## config.mk

```make
export PLATFORM = sky130hd
export DESIGN_NAME = mi3_merge
export DESIGN_NICKNAME = d
export VERILOG_FILES = /design/src/rtl/mi3_pkg.sv /design/src/rtl/mi3_merge.sv
export SDC_FILE = /design/constraint.sdc
export NUM_CORES = 1
export LEC_CHECK = 0
export ABC_CLOCK_PERIOD_IN_PS = 124500
export BUFFER_PORTS_ARGS = -buffer_cell sky130_fd_sc_hd__clkbuf_2
export CAP_MARGIN = 20
export CORE_AREA = 2 2 284 286
export CTS_BUF_LIST = sky130_fd_sc_hd__clkbuf_4
export DETAILED_ROUTE_END_ITERATION = 12
export DIE_AREA = 0 0 286 288
export PLACE_DENSITY = 0.62
export SKIP_CTS_REPAIR_TIMING = 1
export SLEW_MARGIN = 20
export SYNTH_ARGS = -nofsm -noshare
export SYNTH_HDL_FRONTEND = slang
export SYNTH_SLANG_ARGS = --single-unit
```

## constraint.sdc

```tcl
create_clock -name i_clk -period 124.5 [get_ports i_clk]
set_input_delay 6.225 -clock i_clk [delete_from_list [all_inputs] [get_ports i_clk]]
set_output_delay 6.225 -clock i_clk [all_outputs]
set_load 0.05 [all_outputs]
```

## src/rtl/mi3_pkg.sv

```systemverilog
// ----------------------------------------------------------------------------
// mi3_pkg
// Widths, stage counts, operand tables and shared types of the 3x3 inverter.
// ----------------------------------------------------------------------------
`timescale 1ns / 1ps

package mi3_pkg;

    localparam int ELEM_W    = 32;
    localparam int FRAC_BITS = 16;
    localparam int N_ELEM    = 9;
    localparam int N_MUL     = 2 * N_ELEM;

    // exact cofactor and determinant widths
    localparam int COF_W = 2 * ELEM_W;
    localparam int DET_W = 3 * ELEM_W + 1;
    // cofactor magnitude scaled by 2^(2*FRAC_BITS)
    localparam int NUM_W = COF_W + 2 * FRAC_BITS;

    // quotient bits below the saturation limit, one per divider stage
    localparam int DIV_STEPS = ELEM_W - 1;
    localparam int CMP_W     = DET_W + DIV_STEPS;

    localparam int ADJ_LAT  = 7;
    localparam int DIV_LAT  = DIV_STEPS + 1;
    localparam int PIPE_LAT = ADJ_LAT + DIV_LAT;

    localparam int OUT_W = (N_ELEM + 1) * ELEM_W;

    // operand pairs: cofactor i = m[A[2i]]*m[B[2i]] - m[A[2i+1]]*m[B[2i+1]]
    localparam int MUL_A [0:N_MUL-1] = '{4, 5, 2, 1, 1, 2, 5, 3, 0, 2, 2, 0, 3, 4, 1, 0, 0, 1};
    localparam int MUL_B [0:N_MUL-1] = '{8, 7, 7, 8, 5, 4, 6, 8, 8, 6, 3, 5, 7, 6, 6, 7, 4, 3};

    typedef logic signed [ELEM_W-1:0] t_elem;
    typedef logic signed [COF_W-1:0]  t_cof;
    typedef logic [NUM_W-1:0]         t_num;

    typedef struct packed {
        logic             zero;
        logic             dneg;
        logic [DET_W-1:0] dmag;
    } t_det_info;

    typedef struct packed {
        logic                 ovf;
        logic                 neg;
        logic [DIV_STEPS-1:0] quo;
    } t_lane_out;

endpackage

```

## src/rtl/mi3_merge.sv

```systemverilog
// ----------------------------------------------------------------------------
// mi3_merge
// Saturate lane quotients and determinant, pack the beat, output skid slice.
// ----------------------------------------------------------------------------
`timescale 1ns / 1ps

module mi3_merge (
    input  logic                          i_clk,
    input  logic                          i_rst_n,
    input  logic                          i_valid,
    input  mi3_pkg::t_lane_out            i_lane [0:mi3_pkg::N_ELEM-1],
    input  mi3_pkg::t_det_info            i_det,
    output logic                          o_ready,
    output logic                          o_valid,
    output logic [mi3_pkg::OUT_W-1:0]     o_data,
    output logic                          o_user,
    input  logic                          i_ready
);

    localparam int EW = mi3_pkg::ELEM_W;
    localparam int SH = 2 * mi3_pkg::FRAC_BITS;

    logic [mi3_pkg::OUT_W-1:0] w_data;
    logic                      w_big;
    logic                      r_out_valid;
    logic [mi3_pkg::OUT_W-1:0] r_out_data;
    logic                      r_out_user;
    logic                      r_skid_valid;
    logic [mi3_pkg::OUT_W-1:0] r_skid_data;
    logic                      r_skid_user;

    // saturate each element and the shifted determinant
    always_comb begin
        w_data = '0;
        w_big  = |i_det.dmag[mi3_pkg::DET_W-1:SH+EW-1];
        for (int i = 0; i < mi3_pkg::N_ELEM; i++) begin
            if (i_lane[i].neg) begin
                w_data[i*EW +: EW] = i_lane[i].ovf ? {1'b1, {(EW-1){1'b0}}}
                                                   : -{1'b0, i_lane[i].quo};
            end else begin
                w_data[i*EW +: EW] = i_lane[i].ovf ? {1'b0, {(EW-1){1'b1}}}
                                                   : {1'b0, i_lane[i].quo};
            end
        end
        if (i_det.dneg) begin
            w_data[mi3_pkg::N_ELEM*EW +: EW] = w_big ? {1'b1, {(EW-1){1'b0}}}
                : -{1'b0, i_det.dmag[SH+EW-2:SH]};
        end else begin
            w_data[mi3_pkg::N_ELEM*EW +: EW] = w_big ? {1'b0, {(EW-1){1'b1}}}
                : {1'b0, i_det.dmag[SH+EW-2:SH]};
        end
        if (i_det.zero) begin
            w_data = '0;
        end
    end

    // output register with one skid entry
    always_ff @(posedge i_clk) begin
        if (!i_rst_n) begin
            r_out_valid  <= 1'b0;
            r_skid_valid <= 1'b0;
        end else if (i_ready || !r_out_valid) begin
            if (r_skid_valid) begin
                r_out_valid  <= 1'b1;
                r_skid_valid <= 1'b0;
            end else begin
                r_out_valid  <= i_valid;
            end
        end else if (i_valid && !r_skid_valid) begin
            r_skid_valid <= 1'b1;
        end
    end

    // beat payload follows the same steering
    always_ff @(posedge i_clk) begin
        if (i_ready || !r_out_valid) begin
            if (r_skid_valid) begin
                r_out_data <= r_skid_data;
                r_out_user <= r_skid_user;
            end else begin
                r_out_data <= w_data;
                r_out_user <= i_det.zero;
            end
        end else if (!r_skid_valid) begin
            r_skid_data <= w_data;
            r_skid_user <= i_det.zero;
        end
    end

    assign o_ready = !r_skid_valid;
    assign o_valid = r_out_valid;
    assign o_data  = r_out_data;
    assign o_user  = r_out_user;

endmodule

```

# Word level (Yosys, flattened, before mapping)
# Index checks and enable logic that the tools add are counted.
dict set report classes {
  addsub 10
  n_mux 34
  n_bitwise 1
  n_reduce_logical 6
}
# cell n
set ops {}
lappend ops {{$mux W32} 20}
lappend ops {{$mux W320} 2}
lappend ops {{$neg A31 Y32} 10}
lappend ops {{$mux W31} 10}
lappend ops {{$reduce_or A34 Y1} 1}
lappend ops {{$logic_not A1 Y1} 2}
lappend ops {{$mux W1} 2}
lappend ops {{$reduce_or A2 Y1} 1}
lappend ops {{$logic_and A1 B1 Y1} 1}
lappend ops {{$logic_or A1 B1 Y1} 1}
lappend ops {{$not A1 Y1} 1}
dict set report totals {
  register_bits 644
  output_inout_bits 323
}

# Longest topological paths before layout
dict set report logic_depth {
  word_depth 5
  depth_mapped 8
  mapped_depth_nobuf 7
}

# Worst setup path before layout
# No wires, ideal clock.
dict set report synth_timing {
  path_type {input to register}
  from {in i_ready}
  to {reg r_out_data, in the netlist o_data[0] (enable)}
  setup_ns 0.228
  arrival_time_ns 49.552
  t_required_ns 124.272
  path_slack_ns 74.721
  cell_stages 2
  path_buffers 0
  cell_sequence {nor2b_1 > inv_1}
}
dict set report synth_via {
  elab_chain_cells 1
}
# element line
set synth_lines {}
lappend synth_lines {{start: declaration} mi3_merge.sv:17} ;# input logic i_ready
lappend synth_lines {{$logic_or A1 B1 Y1} mi3_merge.sv:76} ;# if (i_ready || !r_out_valid) begin
lappend synth_lines {{end signal: assignment} mi3_merge.sv:78} ;# r_out_data <= r_skid_data;
lappend synth_lines {{end signal: assignment} mi3_merge.sv:81} ;# r_out_data <= w_data;
lappend synth_lines {{end: declaration} mi3_merge.sv:26} ;# logic [mi3_pkg::OUT_W-1:0] r_out_data;
# No other way between the ends.
# A chain may end at the register's enable or synchronous reset.

# Worst setup path in the final report
dict set report layout_timing {
  from {in i_ready}
  to {reg r_skid_data[45] (netlist name) (enable)}
}
dict set report layout_via {
  elab_chain_cells 1
}
# element line
set layout_lines {}
lappend layout_lines {{$logic_or A1 B1 Y1} mi3_merge.sv:76}
lappend layout_lines {{end signal: assignment} mi3_merge.sv:85} ;# r_skid_data <= w_data;
lappend layout_lines {{end: declaration} mi3_merge.sv:29} ;# logic [mi3_pkg::OUT_W-1:0] r_skid_data;
# No other way between the ends.

==> results.yml <==
run_status:
  status: "completed"
critical_path:
  cp-start-kind: "primary input"
  cp_slowest_cell: "buf_4"
  path_max_fanout: 69
  cp-end-kind: "flop"
  path_class: "in2reg"
  worstPathCellList: "clkbuf_2 -> nor2b_4 -> buf_4 -> buf_4 -> buf_4"
  max_stage_delay_ns: 0.88
  critPathTopFamily: "buffers and inverters"
  crit_arrival_ns: 8.92
  cp_common_cell: "buf_4"
  path_buf_inv: 4
  required_ns: 125.03
synth:
  synthFlopType: "edfxtp_1"
  ys_types: 78
  synthesis.instances: 3061
  ys_ff_latch: 644
  ys_warn_count: 0
  synth_area_um2: 33140
  syn_nets: 3471
  synth_top_area_frac: 0.5817
  ys_seq_area_frac: 0.5829
  synthArstFlopShare: 0
  syn_area_per_cell_um2: 10.83
  yosys.area.top_type: "edfxtp_1"
  synth.area.top_cells: "edfxtp_1 58%, nor2_1 4.3%, nand2_1 3.4%"
  post-synth-top-count-cell: "edfxtp_1"
  synth_edf_count: 642
  synth_common_cells: "642 x edfxtp_1, 380 x nor2_1, 298 x nand2_1"
die:
  core_area_um2: 79640
  die_w_um: 286
  start_util: 0.4161
  die_h_um: 288
  die_area_um2: 82370
  row_count: 104
  ios: 723
drt:
  vias: 28370
  via_per_inst: 5.721
  finalWirelength_um: 109500
  drt_iter0_markers: 2407
  dr.pass1.iters: 6
  detail-route-antenna-nets: 0
  avgRoutedWirePerCell_um: 22.08
  post-route-drc-count: 0
pwr:
  netSwitchingFraction: 0.3245
  p_leak_nw: 14.66
  power_switching_uw: 179.7
  power.share.clock: 0.336
  seqPwrFrac: 0.474
  comb_power_share: 0.190
  cellInternalPower_uw: 374.0
  pwr_density_cell_nw_per_um2: 13.98
  ir_drop_uv: 8.743
sta:
  tightestPinTransition_ns: 1.087
  slew_viol_final: 0
  final.setup_skew_ns: 0.07367
  fin_setup_tns_ns: 0
  fin_ws_ns: 116.11
  rsz0062_at_grt: "no"
  slew_headroom: 0.2756
  max_freq_mhz: 119.2
  setup_viol: 0
  post-route-period-util: 0.06739
  min_period_ns: 8.390
  hold_viol_final: 0
clocking:
  cts_tree: "done"
  root_buffer: "clkbuf_4"
  numCtsBuffers: 172
  cts_buffer_depth: 3
  cts.sinks: 644
  clk_latency_ns: 0.98
  htreeDepth: 4
  clk_pin_slew_ns: 0.06
final_layout:
  drive_above_1_share: 0.2651
  finish.instance_area_um2: 39610
  syn2layout_area_growth_pct: 19.52
  nets: 4165
  utilization: 0.4973
place:
  globalplace.congestion: 0.9111
  io_buffers: 690
  dpl-instance-area_um2: 37430
  place_worst_setup_slack_ns: 115.15
  hpwl_um: 74890
global_routing:
  antenna_found_initial: 27
  grt_pass1_wl_um: 163300
  grt_usage: 0.2581
  top_usage_layer: "met2"
  grt_max_degree: 165
  grt_util_met1: 0.3253
  use_met3: 0.08518
  grt_overflow: 0
  grt_pass1_vias: 26850
  use_met2: 0.4076
job:
  cap_violations: 0
min_path:
  hp-class: "reg2reg"
per-stage QoR:
| step | hold WS [ns] | std cells | power, mW |
|---|---|---|---|
| 2_1_floorplan | 0.5044 | 3061 | 0.3390 |
| 3_3_place_gp | 0.5276 | 4641 | 0.3717 |
| 3_5_place_dp | 0.5248 | 4641 | 0.3723 |
| 4_1_cts | 0.4967 | 4942 | 0.5597 |
| 5_1_grt | 0.5490 | 4957 | 0.5788 |
| 6_report | 0.5078 | 4960 | 0.5537 |
path summary, 6_finish.rpt:
path / startpoint / end / depth (start not counted) / slack [ns]
worst max-delay path: i_ready / r_skid_data[45] / 5 / 116.11
worst min-delay path: r_skid_data[48] / o_data[48] / 2 / 0.51
worst max register to register: o_valid / r_skid_data[45] / 4 / 121.12
worst min register to register: r_skid_data[48] / o_data[48] / 2 / 0.51
state kept, by name, summed over array words and instances, names as in the netlist:
register and count:
r_skid_valid 1, r_skid_user 1, o_valid 1, r_skid_data 320
o_data 320, o_user 1
cell type report:
cell class | instances | area, um2
sequential | 644 | 19320
clock inverter | 61 | 325.3
inverter | 46 | 180.2
timing repair buffer | 716 | 3689
clock buffer | 240 | 1802
fill | 7535 | 40030
tap | 1060 | 1326
antenna | 18 | 45.04
multi-input combinational | 2175 | 12920
power groups by stage:
stage          clock [mW]  combinational, mW  sequential (mW)
3_5_place_dp            0              0.105            0.267
4_1_cts             0.192              0.105            0.263
2_1_floorplan           0             0.0308            0.308
5_1_grt             0.203              0.112            0.264
3_3_place_gp            0              0.105            0.267
6_report            0.186              0.105            0.263
logic make-up after synthesis:
group,share of synthesized area
simple gates,0.1777
compound gates,0.1568
flops,0.5829
buf+inv,0.02798
xor+xnor,0.02749
mux,0.02333
fa+ha+maj,0.003776
worst register-to-register path: cells and delay by family, from the launching register on:
family                 cells  cell delay [ns]
buffers and inverters      3             2.41
flip-flops                 1             0.33
AND/OR/NAND/NOR            1             0.13
layout by cell type (no fill, tap or decap), drive strengths merged, types with 75 or more instances in the layout:
master    n
a21oi   112
xnor2    83
edfxtp  642
nor4     84
nor3    133
nand2   298
nor2    380
mux2i    75
clkbuf  929
o21ai   218
layer usage:
layer,share of wire,routed length (um),up-vias
li1,-,-,13410
met1,0.40,43730,13480
met2,0.47,51620,1240
met3,0.097,10620,227
met4,0.031,3406,20
met5,0.0012,126,-
Note: power is estimated with default switching activity, not from simulation.
